[config.mk]
export PLATFORM = sky130hd
export DESIGN_NAME = ring_fifo_with_peek_core
export DESIGN_NICKNAME = d
export VERILOG_FILES = /design/src/design/rfp_pkg.sv /design/src/design/rfp_ctrl.sv /design/src/design/rfp_datapath.sv /design/src/design/ring_fifo_with_peek_core.sv
export SDC_FILE = /design/constraint.sdc
export NUM_CORES = 1
export LEC_CHECK = 0
export BUFFER_PORTS_ARGS = -buffer_cell sky130_fd_sc_hd__buf_2
export CAP_MARGIN = 20
export CORE_ASPECT_RATIO = 0.8
export CORE_UTILIZATION = 54
export DETAILED_ROUTE_END_ITERATION = 6
export PLACE_DENSITY = 0.75
export SETUP_SLACK_MARGIN = 0.05
export SYNTH_ARGS = -nofsm -noshare
export SYNTH_HDL_FRONTEND = slang
export SYNTH_SLANG_ARGS = --single-unit
[constraint.sdc]
create_clock -name clk -period 4.3 [get_ports clk]
set_input_delay 0.86 -clock clk [delete_from_list [all_inputs] [get_ports clk]]
set_output_delay 0.86 -clock clk [all_outputs]
set_load 0.01 [all_outputs]
[src/design/rfp_pkg.sv]
// ----------------------------------------------------------------------------
// rfp_pkg
// Shared types, codes and helpers for the ring FIFO with peek.
// ----------------------------------------------------------------------------
package rfp_pkg;

	localparam int DEPTH     = 16;
	localparam int WORD_BITS = 32;
	localparam int PTR_W     = $clog2(DEPTH);
	localparam int CNT_W     = PTR_W + 1;
	localparam int ADDR_W    = CNT_W;      // pointer + offset before wrap
	localparam int PADDR_W   = 3;

	localparam logic [1:0] ACT_ENQ  = 2'd0;
	localparam logic [1:0] ACT_DEQ  = 2'd1;
	localparam logic [1:0] ACT_PEEK = 2'd2;
	localparam logic [1:0] ACT_STOP = 2'd3;

	localparam logic [2:0] ST_OK      = 3'd0;
	localparam logic [2:0] ST_FULL    = 3'd1;
	localparam logic [2:0] ST_EMPTY   = 3'd2;
	localparam logic [2:0] ST_STOPPED = 3'd3;
	localparam logic [2:0] ST_RANGE   = 3'd4;

	localparam logic [CNT_W-1:0] CAP_RESET = CNT_W'(DEPTH);

	typedef struct packed {
		logic [1:0]           action;
		logic [WORD_BITS-1:0] write_value;
		logic [3:0]           peek_offset;
	} in_word_t;

	typedef struct packed {
		logic [WORD_BITS-1:0] read_data;
		logic [2:0]           status;
		logic [CNT_W-1:0]     entry_count;
		logic                 is_empty_flag;
		logic                 stopped_flag;
	} out_word_t;

	// controller -> datapath
	typedef struct packed {
		logic capture;
		logic exec;
		logic sub;
		logic rd;
		logic load;
	} dp_cmd_t;

	// datapath -> controller
	typedef struct packed {
		logic mod_done;
		logic out_busy;
	} dp_stat_t;

	// increment and wrap at the effective capacity
	function automatic logic [PTR_W-1:0] advance(input logic [PTR_W-1:0] p,
			input logic [CNT_W-1:0] cap);
		logic [CNT_W-1:0] n;
		n = {1'b0, p} + CNT_W'(1);
		return (n >= cap) ? '0 : n[PTR_W-1:0];
	endfunction

endpackage

[src/design/rfp_ctrl.sv]
// ----------------------------------------------------------------------------
// rfp_ctrl
// Sequencer: accept, execute, wrap peek address, read, hand off result.
// ----------------------------------------------------------------------------
module rfp_ctrl (
	input  logic              clk,
	input  logic              arst_n,
	input  logic              in_valid,
	output logic              in_stall,
	input  rfp_pkg::dp_stat_t stat,
	output rfp_pkg::dp_cmd_t  cmd
);

	localparam logic [1:0] S_IDLE = 2'd0;
	localparam logic [1:0] S_EXEC = 2'd1;
	localparam logic [1:0] S_MOD  = 2'd2;
	localparam logic [1:0] S_OUT  = 2'd3;

	logic [1:0] state_q;
	logic [1:0] state_d;

	assign in_stall = (state_q != S_IDLE);

	always_comb begin
		state_d = state_q;
		cmd     = '0;
		unique case (state_q)
			S_IDLE: begin
				if (in_valid) begin
					cmd.capture = 1'b1;
					state_d     = S_EXEC;
				end
			end
			S_EXEC: begin
				cmd.exec = 1'b1;
				state_d  = S_MOD;
			end
			S_MOD: begin
				if (stat.mod_done) begin
					cmd.rd  = 1'b1;
					state_d = S_OUT;
				end else begin
					cmd.sub = 1'b1;
				end
			end
			S_OUT: begin
				if (!stat.out_busy) begin
					cmd.load = 1'b1;
					state_d  = S_IDLE;
				end
			end
			default: state_d = S_IDLE;
		endcase
	end

	always_ff @(posedge clk or negedge arst_n) begin
		if (!arst_n) begin
			state_q <= S_IDLE;
		end else begin
			state_q <= state_d;
		end
	end

endmodule

[src/design/rfp_datapath.sv]
// ----------------------------------------------------------------------------
// rfp_datapath
// Word store, pointers, count, halt flag, capacity and output register.
// ----------------------------------------------------------------------------
module rfp_datapath (
	input  logic                              clk,
	input  logic                              arst_n,
	input  rfp_pkg::in_word_t                 in_data,
	input  rfp_pkg::dp_cmd_t                  cmd,
	output rfp_pkg::dp_stat_t                 stat,
	input  logic                              cfg_we,
	input  logic [rfp_pkg::CNT_W-1:0]         cfg_wdata,
	output logic [rfp_pkg::CNT_W-1:0]         cap_val,
	output logic                              out_valid,
	input  logic                              out_stall,
	output rfp_pkg::out_word_t                out_data
);

	logic [rfp_pkg::WORD_BITS-1:0] mem [rfp_pkg::DEPTH];

	rfp_pkg::in_word_t             item_q;
	rfp_pkg::out_word_t            out_q;
	logic                          out_valid_q;
	logic [rfp_pkg::CNT_W-1:0]     cap_q;
	logic [rfp_pkg::PTR_W-1:0]     rp_q;
	logic [rfp_pkg::PTR_W-1:0]     wp_q;
	logic [rfp_pkg::CNT_W-1:0]     fill_q;
	logic                          halted_q;
	logic [2:0]                    status_q;
	logic                          rd_ok_q;
	logic                          mod_q;
	logic [rfp_pkg::ADDR_W-1:0]    addr_q;
	logic [rfp_pkg::WORD_BITS-1:0] rdata_q;

	logic [rfp_pkg::CNT_W-1:0]     cap_eff;
	logic [2:0]                    st;
	logic                          do_wr;
	logic                          do_deq;
	logic                          do_peek;
	logic                          do_stop;

	always_comb begin
		if (cap_q == '0) begin
			cap_eff = rfp_pkg::CNT_W'(1);
		end else if (cap_q > rfp_pkg::CAP_RESET) begin
			cap_eff = rfp_pkg::CAP_RESET;
		end else begin
			cap_eff = cap_q;
		end
	end

	always_comb begin
		st      = rfp_pkg::ST_OK;
		do_wr   = 1'b0;
		do_deq  = 1'b0;
		do_peek = 1'b0;
		do_stop = 1'b0;
		unique case (item_q.action)
			rfp_pkg::ACT_ENQ: begin
				if (halted_q) begin
					st = rfp_pkg::ST_STOPPED;
				end else if (fill_q >= cap_eff) begin
					st = rfp_pkg::ST_FULL;
				end else begin
					do_wr = 1'b1;
				end
			end
			rfp_pkg::ACT_DEQ: begin
				if (fill_q == '0) begin
					st = rfp_pkg::ST_EMPTY;
				end else begin
					do_deq = 1'b1;
				end
			end
			rfp_pkg::ACT_PEEK: begin
				if ({1'b0, item_q.peek_offset} >= fill_q) begin
					st = rfp_pkg::ST_RANGE;
				end else begin
					do_peek = 1'b1;
				end
			end
			default: do_stop = 1'b1;
		endcase
	end

	// peek address wraps by repeated subtraction; dequeue address is used as is
	assign stat.mod_done = !mod_q || (addr_q < cap_eff);
	assign stat.out_busy = out_valid_q && out_stall;

	assign cap_val   = cap_q;
	assign out_valid = out_valid_q;
	assign out_data  = out_q;

	always_ff @(posedge clk or negedge arst_n) begin
		if (!arst_n) begin
			cap_q       <= rfp_pkg::CAP_RESET;
			rp_q        <= '0;
			wp_q        <= '0;
			fill_q      <= '0;
			halted_q    <= 1'b0;
			out_valid_q <= 1'b0;
		end else begin
			if (cfg_we) begin
				cap_q <= cfg_wdata;
			end
			if (cmd.exec) begin
				if (do_wr) begin
					wp_q   <= rfp_pkg::advance(wp_q, cap_eff);
					fill_q <= fill_q + rfp_pkg::CNT_W'(1);
				end
				if (do_deq) begin
					rp_q   <= rfp_pkg::advance(rp_q, cap_eff);
					fill_q <= fill_q - rfp_pkg::CNT_W'(1);
				end
				if (do_stop) begin
					halted_q <= 1'b1;
				end
			end
			if (cmd.load) begin
				out_valid_q <= 1'b1;
			end else if (!out_stall) begin
				out_valid_q <= 1'b0;
			end
		end
	end

	always_ff @(posedge clk) begin
		if (cmd.capture) begin
			item_q <= in_data;
		end
		if (cmd.exec) begin
			status_q <= st;
			rd_ok_q  <= do_deq || do_peek;
			mod_q    <= do_peek;
			if (do_peek) begin
				addr_q <= {1'b0, rp_q} + {1'b0, item_q.peek_offset};
			end else begin
				addr_q <= {1'b0, rp_q};
			end
		end else if (cmd.sub) begin
			addr_q <= addr_q - cap_eff;
		end
		if (cmd.load) begin
			out_q.read_data     <= rd_ok_q ? rdata_q : '0;
			out_q.status        <= status_q;
			out_q.entry_count   <= fill_q;
			out_q.is_empty_flag <= (fill_q == '0);
			out_q.stopped_flag  <= halted_q;
		end
	end

	always_ff @(posedge clk) begin
		if (cmd.exec && do_wr) begin
			mem[wp_q] <= item_q.write_value;
		end
		if (cmd.rd) begin
			rdata_q <= mem[addr_q[rfp_pkg::PTR_W-1:0]];
		end
	end

endmodule

[src/design/ring_fifo_with_peek_core.sv]
// ----------------------------------------------------------------------------
// ring_fifo_with_peek_core
// Ring FIFO of 32-bit words with enqueue, dequeue, peek and stop actions.
// ----------------------------------------------------------------------------
// One word in gives one word out. An item passes through accept, execute,
// memory read and result load. A peek whose read pointer plus offset reaches
// the capacity first has the capacity subtracted from its address, again and
// again, until the address is below the capacity. The next word is accepted
// once the previous result has been loaded, and loading waits while an earlier
// result is still stalled at the output. The user must write capacity (register
// at byte address 0) only while the block is idle; the block itself does not
// enforce this.
module ring_fifo_with_peek_core (
	input  logic                        clk,
	input  logic                        arst_n,
	input  logic                        in_valid,
	output logic                        in_stall,
	input  rfp_pkg::in_word_t           in_data,
	output logic                        out_valid,
	input  logic                        out_stall,
	output rfp_pkg::out_word_t          out_data,
	input  logic                        psel,
	input  logic                        penable,
	input  logic                        pwrite,
	input  logic [rfp_pkg::PADDR_W-1:0] paddr,
	input  logic [31:0]                 pwdata,
	output logic [31:0]                 prdata,
	output logic                        pready
);

	rfp_pkg::dp_cmd_t           cmd;
	rfp_pkg::dp_stat_t          stat;
	logic                       cfg_we;
	logic [rfp_pkg::CNT_W-1:0]  cap_val;
	logic                       cap_sel;

	assign pready  = 1'b1;
	assign cap_sel = (paddr[rfp_pkg::PADDR_W-1] == 1'b0);
	assign cfg_we  = psel && penable && pwrite && pready && cap_sel;
	assign prdata  = cap_sel ? {{(32 - rfp_pkg::CNT_W){1'b0}}, cap_val} : '0;

	rfp_ctrl u_ctrl (
		.clk      (clk),
		.arst_n   (arst_n),
		.in_valid (in_valid),
		.in_stall (in_stall),
		.stat     (stat),
		.cmd      (cmd)
	);

	rfp_datapath u_dp (
		.clk       (clk),
		.arst_n    (arst_n),
		.in_data   (in_data),
		.cmd       (cmd),
		.stat      (stat),
		.cfg_we    (cfg_we),
		.cfg_wdata (pwdata[rfp_pkg::CNT_W-1:0]),
		.cap_val   (cap_val),
		.out_valid (out_valid),
		.out_stall (out_stall),
		.out_data  (out_data)
	);

	// one word in flight: no second accept right after one
	a_single_item: assert property (@(posedge clk) disable iff (!arst_n)
		in_valid && !in_stall |=> in_stall)
		else $error("word accepted while previous one in flight");

	a_count_range: assert property (@(posedge clk) disable iff (!arst_n)
		out_valid |-> out_data.entry_count <= rfp_pkg::CAP_RESET)
		else $error("entry count above depth");

	a_empty_flag: assert property (@(posedge clk) disable iff (!arst_n)
		out_valid |-> out_data.is_empty_flag == (out_data.entry_count == '0))
		else $error("empty flag disagrees with count");

	a_refused_zero: assert property (@(posedge clk) disable iff (!arst_n)
		out_valid && (out_data.status != rfp_pkg::ST_OK) |-> out_data.read_data == '0)
		else $error("refused action returned data");

endmodule
== Word-level counts from Yosys, hierarchy flattened ==
Memories as Yosys holds them, arrays and structs flattened. A register that Yosys moved wholly into a read port is not among the register bits.
Index checks and enable logic that the tools add are counted.

* Bits in writable memories: 512
* Register bits after elaboration: 112
* Memories: 1
* Input bits: 80

{| class="wikitable"
|+ Memories
! name !! words !! width !! rd ports !! clocked after Yosys merged registers in !! wr ports !! line !! source
|-
| u_dp.mem || 16 || 32 || 1 || 1 || 1 || rfp_datapath.sv:19 || <nowiki>logic [rfp_pkg::WORD_BITS-1:0] mem [rfp_pkg::DEPTH];</nowiki>
|}

* Bitwise operators: 2
* Muxes and demuxes: 38
* Equality and inequality tests: 9
* Order comparisons: 6
* Add/subtract/negate cells: 6
* Reductions and logical operators: 21

{| class="wikitable"
|+ Operators with widths
! kind !! count
|-
| 2-to-1 mux 5 bit || 8
|-
| 2-to-1 mux 1 bit || 19
|-
| greater-or-equal comparator 5 bit || 3
|-
| adder 4 x 1 -> 5 bit (second input constant) || 2
|-
| logical NOT 5 bit || 2
|-
| 2-to-1 mux 2 bit || 5
|-
| case mux 3 bit (3 select lines) || 1
|-
| 2-to-1 mux 4 bit || 2
|-
| case mux 2 bit (4 select lines) || 1
|-
| AND reduction 2 bit || 4
|-
| == test 2 bit (second input constant) || 3
|-
| 2-to-1 mux 3 bit || 2
|-
| != test 2 bit (second input constant) || 3
|-
| nonzero test 2 bit || 3
|-
| adder 4 x 4 -> 5 bit || 1
|-
| adder 5 x 1 -> 5 bit (second input constant) || 1
|-
| greater-or-equal comparator 4 x 5 -> 1 bit || 1
|-
| greater-than comparator 5 bit (second input constant) || 1
|-
| logical AND 1 bit || 5
|-
| less-than comparator 5 bit || 1
|-
| subtractor 5 x 1 -> 5 bit (second input constant) || 1
|-
| subtractor 5 bit || 1
|-
| == test 2 x 1 -> 1 bit (second input constant) || 2
|-
| logical NOT 2 bit || 2
|-
| other kinds (6) || 8
|}

== Longest topological paths before layout ==
Gate-level depths: netlist (run 1).

* Depth after elaboration: 10
* Depth in mapped cells: 10
* Mapped depth without buffers: 10

== Cells and area by module ==
Synthesis (run 1) repeated with hierarchy kept, for this count alone.

* Cells, all modules: 1156
* Area total of the unflattened synthesis: 25614.6 um2

{| class="wikitable"
|+ Modules (own cells, without submodules)
! module !! cells an instance !! area each (um2) !! instances
|-
| rfp_datapath || 1102 || 25157.9 || 1
|-
| ring_fifo_with_peek_core || 36 || 271.5 || 1
|-
| rfp_ctrl || 18 || 185.2 || 1
|}

== Worst setup path after synthesis (run 1) ==
No wires, ideal clock.

* Path type: reg2reg
* Start point: register u_dp.cap_q (netlist bit u_dp.cap_val[4])
* End point: memory u_dp.mem[2][0] in the netlist's numbering (enable)
* Library setup time: 0.461 ns
* Period minus slack after synthesis: 4.596 ns
* Arrival: 4.135 ns
* Path buffers: 0
* Slack: -0.296 ns
* Cell stages (with the launch flop): 9
* Cells stage by stage: dfstp_2 inv_1 nand2_1 ha_1 or2_2 a2111oi_4 a21o_1 nand2_1 nor3_1

* Longest elaborated chain between the ends: 10
* Elaborated cells between the ends (all ways): 11

{| class="wikitable"
|+ Ends and longest elaborated chain
! item !! line !! source
|-
| start: declaration || rfp_datapath.sv:24 || <nowiki>logic [rfp_pkg::CNT_W-1:0] cap_q;</nowiki>
|-
| start signal: assignment || rfp_datapath.sv:96 || <nowiki>cap_q <= rfp_pkg::CAP_RESET;</nowiki>
|-
| start signal: assignment || rfp_datapath.sv:104 || <nowiki>cap_q <= cfg_wdata;</nowiki>
|-
| greater-than comparator 5 bit || rfp_datapath.sv:45 || <nowiki>end else if (cap_q > rfp_pkg::CAP_RESET) begin</nowiki>
|-
| 2-to-1 mux 5 bit || rfp_datapath.sv:45 ||
|-
| 2-to-1 mux 5 bit (*) || rfp_datapath.sv:43 || <nowiki>if (cap_q == '0) begin</nowiki>
|-
| greater-or-equal comparator 5 bit (*) || rfp_datapath.sv:62 || <nowiki>end else if (fill_q >= cap_eff) begin</nowiki>
|-
| 2-to-1 mux 1 bit (*) || rfp_datapath.sv:62 ||
|-
| 2-to-1 mux 1 bit (*) || rfp_datapath.sv:60 || <nowiki>if (halted_q) begin</nowiki>
|-
| 2-to-1 mux 1 bit (*) || rfp_datapath.sv:58 || <nowiki>unique case (item_q.action)</nowiki>
|-
| logical AND 1 bit (*) || rfp_datapath.sv:153 || <nowiki>if (cmd.exec && do_wr) begin</nowiki>
|-
| 2-to-1 mux 1 bit (*) || rfp_datapath.sv:153 ||
|-
| 2-to-1 mux 1 bit (implied by the code) (*) || rfp_datapath.sv:154 || <nowiki>mem[wp_q] <= item_q.write_value;</nowiki>
|-
| end: declaration || rfp_datapath.sv:19 ||
|}

Mark *: on every way between the ends. The rest lies on a longest branch, timed or not.

== Worst setup path in the final report (run 1) ==
* Start point: register u_dp.cap_q (netlist bit u_dp.cap_val[4])
* End point: memory u_dp.mem[2][17] in the netlist's numbering (enable)

Same word-level chain as after synthesis.

==> flow_metrics.tcl, run 1 <==
set metrics [dict create \
    clk_pin_slew_worst_paths_ps 60 \
    cts_buffers 60 \
    hold_violations 0 \
    arrival_ps 3740 \
    io_buffer_count 99 \
    synthFlopType "edfxtp_1" \
    rsz0062_at_grt "no" \
    worst_slack_ps 803 \
    end_kind "flip-flop" \
    path_buf_inv 2 \
    max_cap_violations 0 \
    multiInputGateArea_um2 5740 \
    num_antenna_cells 0 \
    setup_viol 0 \
    grt_pass1_wl_mm 76.2 \
    cts_hold_buffers 0 \
    power_frac_clock_pct 29.7 \
    die_area_um2 48300 \
    drc 0 \
    cts_resized 0 \
    ir_worst_vdd_uv 544 \
    combPwrFrac_pct 24.2 \
    area_growth_pct 13.1 \
    antenna_found_initial 0 \
    place.gp.congestion 0.807 \
    syn_area_um2 25600 \
    leakagePower_nw 9.61 \
    required_ps 4550 \
    synth_cell_type_count 56 \
    layout_commonest_cell "edfxtp_1" \
    path_cells "inv_1, nand2_1, ha_1, or2_2, a2111oi_4, a21o_1, nand2_1, nor3_4, buf_4" \
    pre_cts_ws_ps 850 \
    layout_common_cells "edfxtp_1, mux4_2, buf_2, clkbuf_16, ha_1" \
    internal_power_mw 13.1 \
    ys_seq_area_share_pct 76.5 \
    drive_above_1_share_pct 30.8 \
    path_max_fanout 24 \
    cts_root_buffer "clkbuf_16" \
    min_period_ps 3500 \
    first_pass_iters 5 \
    wl_per_cell_um 25.8 \
    worst_pin_slew_ps 982 \
    ys_seq_elements 656 \
    p_sw_share_pct 27.2 \
    p_seq_share_pct 46.2 \
    status "complete, no violations" \
    max_stage_delay_ps 550 \
    clock_sinks 656 \
    synth-edff-count 634 \
    start_util_pct 55.4 \
    min_path_type "in2async" \
    num-fill-cells 3054 \
    total_power_mw 18.0 \
    ys.warnings.count 0 \
    cts_buffer_depth 3 \
    overflow 0 \
    cts.htree.levels 2 \
    register_area_um2 19600 \
    finalMaxSlewViolations 0 \
    fp.coreArea_um2 46200 \
    grt_usage_pct 21.8 \
    grt_max_degree 130 \
    slew_headroom_pct 34.5 \
    post_cts_buffers 0 \
    finalClockSkew_ps 11.2 \
    clk-insertion-delay-late_ps 620 \
    first_iter_violations 1099 \
    fmax_ghz 0.286 \
    postSynth.asyncResetShare_pct 3.35 \
    detail_route.vias_per_cell 5.92 \
    drt-total-wl_mm 50.8 \
    dr_total_vias 11700 \
    p_sw_mw 4.91 \
    cp_common_cell "nand2_1" \
    nets 1431 \
    dpl.hpwl_mm 26.7 \
    crit_type "reg2reg" \
    avgSynthCellArea_um2 22.1 \
    min_period_over_period_pct 81.3 \
    cp_top_family "simple AND/OR/NAND/NOR gates" \
    num_rows 70 \
    io_pins 157 \
    ant_nets 0 \
    power_density_nw_per_um2 622 \
    cp-start-kind "flip-flop" \
    cts_tree "done" \
    slowest_stage "dfstp_2" \
    die_h_um 197 \
    fp.dieW_um 245 \
    syn-instance-count 1158 \
    grt_pass1_vias 11900 \
]
kinds of logic after synthesis:
| family | Yosys count | share of synthesized area (%) |
|---|---|---|
| other cells | 2 | 0.0293 |
| mux | 171 | 14.5 |
| simple gates | 122 | 2.58 |
| fa+ha+maj | 44 | 2.24 |
| compound gates | 57 | 1.63 |
| xor+xnor | 13 | 0.445 |
| flops | 656 | 76.5 |
| buf+inv | 93 | 2.06 |
power groups by stage:
stage / Combinational, mW / Sequential (mW) / Clock [mW]
after global placement: 4.34 / 8.42 / 0
after CTS: 4.45 / 8.32 / 5.44
after global routing: 4.74 / 8.39 / 5.68
after detailed placement: 4.42 / 8.45 / 0
after floorplan: 3.27 / 8.37 / 0
final: 4.36 / 8.32 / 5.35
state kept, by name, indices dropped and copies added (netlist names):
signal	cells
u_dp.rd_ok_q	1
u_dp.out_valid	1
u_dp.rp_q	4
u_dp.status_q	3
u_dp.fill_q	5
u_dp.out_data	42
u_dp.halted_q	1
u_dp.mem	512
u_dp.wp_q	4
u_dp.rdata_q	32
u_dp.cap_val	5
u_dp.addr_q	5
u_ctrl.state_q	2
u_dp.mod_q	1
u_dp.item_q	38
worst paths after layout:
check,from,to,slack [ps],depth (start not counted)
max reg2reg,u_dp.cap_val[4],u_dp.mem[2][17],800,9
min,arst_n,u_dp.halted_q,240,1
min reg2reg,u_dp.status_q[0],u_dp.out_data[7],420,0
min in group clk,in_data[12],u_dp.item_q[12],420,1
max,u_dp.cap_val[4],u_dp.mem[2][17],800,9
max in group asynchronous,arst_n,u_dp.fill_q[3],3680,1
layer usage:
metal	track usage (%)	vias to the layer above	part of all wire (%)
met4	6.00	0	1.9
met2	34.6	434	49
met3	3.53	66	6.5
met1	31.9	6131	42
li1	-	5019	-
met5	0	-	0
synthesized netlist by cell type (all sizes together) (2+ instances only):
library cell	n	area, µm²
nand3	6	30.0
nor2b	9	56.3
fa	3	60.1
dfrtp	21	526
nand2	20	75.1
inv	21	78.8
a31oi	3	18.8
mux2	6	67.6
o21bai	2	15.0
nand2b	6	37.5
and2	34	213
a21oi	14	70.1
nor4	2	18.8
nor3	11	55.1
a22o	2	17.5
clkbuf	20	75.1
edfxtp	634	19000
xor2	6	52.6
or3	2	12.5
ha	41	513
xnor2	7	61.3
conb	2	7.51
a21o	10	75.1
or3b	2	17.5
or2	4	25.0
o2bb2ai	2	17.5
o21ai	12	63.8
mux4	160	3600
buf	52	373
mux2i	5	50.1
a21boi	2	15.0
nor2	21	81.3
a2111oi	2	55.1
final cells by class:
cell class | instances | share of cell area [%]
Clock inverter | 41 | 1.37
Multi-Input combinational cell | 435 | 19.8
Inverter | 21 | 0.272
Sequential cell | 656 | 67.6
Tap cell | 612 | 2.64
Clock buffer | 70 | 5.46
Timing Repair Buffer | 133 | 2.81
metrics by stage:
stage	hold WS, ps	setup TNS, ps	utilization [%]	std cells	instance area (µm²)
after floorplan	400	-36960	-	1184	25700
after global placement	407	0	58.4	1857	27000
after detailed placement	405	0	58.4	1857	27000
after CTS	219	0	62.6	1968	29000
after global routing	258	0	62.6	1968	29000
final	236	0	62.6	1968	29000
(Power assumes the default switching activity.)
==> run 2: changes to the inputs <==
--- a/config.mk
+++ b/config.mk
@@ -8,9 +8,9 @@
 export BUFFER_PORTS_ARGS = -buffer_cell sky130_fd_sc_hd__buf_2
 export CAP_MARGIN = 20
 export CORE_ASPECT_RATIO = 0.8
-export CORE_UTILIZATION = 54
+export CORE_UTILIZATION = 55
 export DETAILED_ROUTE_END_ITERATION = 6
-export PLACE_DENSITY = 0.75
+export PLACE_DENSITY = 0.73
 export SETUP_SLACK_MARGIN = 0.05
 export SYNTH_ARGS = -nofsm -noshare
 export SYNTH_HDL_FRONTEND = slang
==> constraint.sdc (replaced) <==
create_clock -name clk -period 3.4 [get_ports clk]
set_input_delay 0.68 -clock clk [delete_from_list [all_inputs] [get_ports clk]]
set_output_delay 0.68 -clock clk [all_outputs]
set_load 0.01 [all_outputs]
==> flow_metrics.tcl, run 2 (same netlist as run 1, synthesis figures left out) <==
set metrics [dict create \
    status "complete, no violations" \
    largest-register "u_dp.mem" \
    rsz0062_at_grt "no" \
    total_power_mw 23.3 \
    num-fill-cells 2936 \
    min_period_ps 3140 \
    fp.dieW_um 243 \
    grt_max_degree 129 \
    cts_root_buffer "clkbuf_16" \
    grt_pass1_wl_mm 77.1 \
    drt-total-wl_mm 51.8 \
    slew_headroom_pct 42.5 \
    detail_route.vias_per_cell 6.01 \
    reg2reg_slack_ps 260 \
    num_antenna_cells 0 \
    cts_resized 0 \
    clock_sinks 656 \
    multiInputGateArea_um2 5760 \
    max_cap_violations 0 \
    first_pass_iters 5 \
    min_period_over_period_pct 92.4 \
    clk_pin_slew_worst_paths_ps 60 \
    reg_top3 "u_dp.mem: 512 flops, u_dp.out_data: 42 flops, u_dp.item_q: 38 flops" \
    post_cts_buffers 0 \
    die_h_um 195 \
    r2r_cells 9 \
    cp-start-kind "flip-flop" \
    cts_hold_buffers 0 \
    dpl.hpwl_mm 26.5 \
    cts_tree "done" \
    drc 0 \
    layout_commonest_cell "edfxtp_1" \
    register_area_um2 19600 \
    wl_per_cell_um 26.2 \
    first_iter_violations 1246 \
    fp.coreArea_um2 45800 \
    fmax_ghz 0.318 \
    dr_total_vias 11900 \
    worstReg2RegEnd "u_dp.mem[2][10]" \
    cts_buffers 60 \
    required_ps 3690 \
    reg2reg_from "u_dp.cap_val[4]" \
    grt_usage_pct 22.4 \
    ant_nets 0 \
    io_buffer_count 99 \
    clk-insertion-delay-late_ps 630 \
    die_area_um2 47400 \
    combPwrFrac_pct 23.9 \
    setup_viol 0 \
    area_growth_pct 14.8 \
    overflow 0 \
    end_kind "flip-flop" \
    power_density_nw_per_um2 792 \
    finalClockSkew_ps 24.2 \
    p_seq_share_pct 45.4 \
    leakagePower_nw 9.78 \
    p_sw_share_pct 26.9 \
    drive_above_1_share_pct 31.4 \
    num_rows 70 \
    start_util_pct 55.9 \
    nets 1438 \
    power_frac_clock_pct 30.7 \
    layout_common_cells "edfxtp_1, mux4_2, buf_2, clkbuf_16, ha_1" \
    min_path_type "in2async" \
    place.gp.congestion 0.834 \
    hold_violations 0 \
    io_pins 157 \
    tns_ps 0 \
    finalMaxSlewViolations 0 \
    grt_pass1_vias 12000 \
    crit_type "reg2reg" \
    antenna_found_initial 0 \
    cts.htree.levels 2 \
    cts_buffer_depth 3 \
    arrival_ps 3430 \
    largest_reg_flops 512 \
    internal_power_mw 17.0 \
    worst_pin_slew_ps 863 \
    p_sw_mw 6.27 \
    path_max_fanout 32 \
    ir_worst_vdd_uv 491 \
]
run 2: per-layer routing:
layer | routed length, µm | vias up | track usage, %
met4 | 896 | 0 | 5.94
met1 | 22200 | 6327 | 32.8
met5 | 0 | - | 0
li1 | - | 5035 | -
met2 | 25600 | 434 | 35.7
met3 | 3090 | 67 | 3.60
run 2: metrics by stage:
stage | setup slack (ps) | cells | util [%] | hold slack (ps) | cell area [µm²]
after floorplan | -339 | 1184 | - | 384 | 25800
after global placement | 342 | 1863 | 59.6 | 410 | 27300
after CTS | 240 | 1974 | 64.2 | 27.9 | 29400
final | 257 | 1974 | 64.2 | 41.2 | 29400
after detailed placement | 308 | 1864 | 59.6 | 406 | 27300
after global routing | 131 | 1974 | 64.2 | 61.2 | 29400
run 2: cell type report:
class | instances | share of cell area, %
clock buffers | 65 | 5.17
clock inverters | 45 | 1.97
inverters | 21 | 0.268
multi-input cells | 435 | 19.6
flip-flops and latches | 656 | 66.6
well taps | 612 | 2.60
repair buffers | 140 | 3.79
run 2: how the worst max path moves through the flow:
stage                    startpoint         endpoint  slack [ps]  depth (start not counted)
floorplan           u_dp.cap_val[4]  u_dp.mem[10][0]        -340                          8
global placement    u_dp.cap_val[4]  u_dp.mem[2][16]         340                          9
detailed placement  u_dp.cap_val[4]  u_dp.mem[2][16]         310                          9
CTS                 u_dp.cap_val[4]  u_dp.mem[2][10]         240                          9
global route        u_dp.cap_val[4]   u_dp.mem[2][8]         130                          9
finish              u_dp.cap_val[4]  u_dp.mem[2][10]         260                          9
run 2: power by group through the flow:
stage	Combinational [mW]	Sequential (mW)	Clock, mW
final	5.56	10.6	7.16
after global placement	5.52	10.7	0
after detailed placement	5.62	10.7	0
after CTS	5.66	10.6	7.31
after floorplan	4.14	10.6	0
after global routing	5.99	10.7	7.57
run 2: worst max-delay path: stages, from the launching register on:
cell and delay [ps]:
dfstp_2 550, inv_1 110, nand2_1 120, ha_1 240, or2_2 300, a2111oi_4 370, a21o_1 230, nand2_1 300
nor3_4 270, buf_12 300
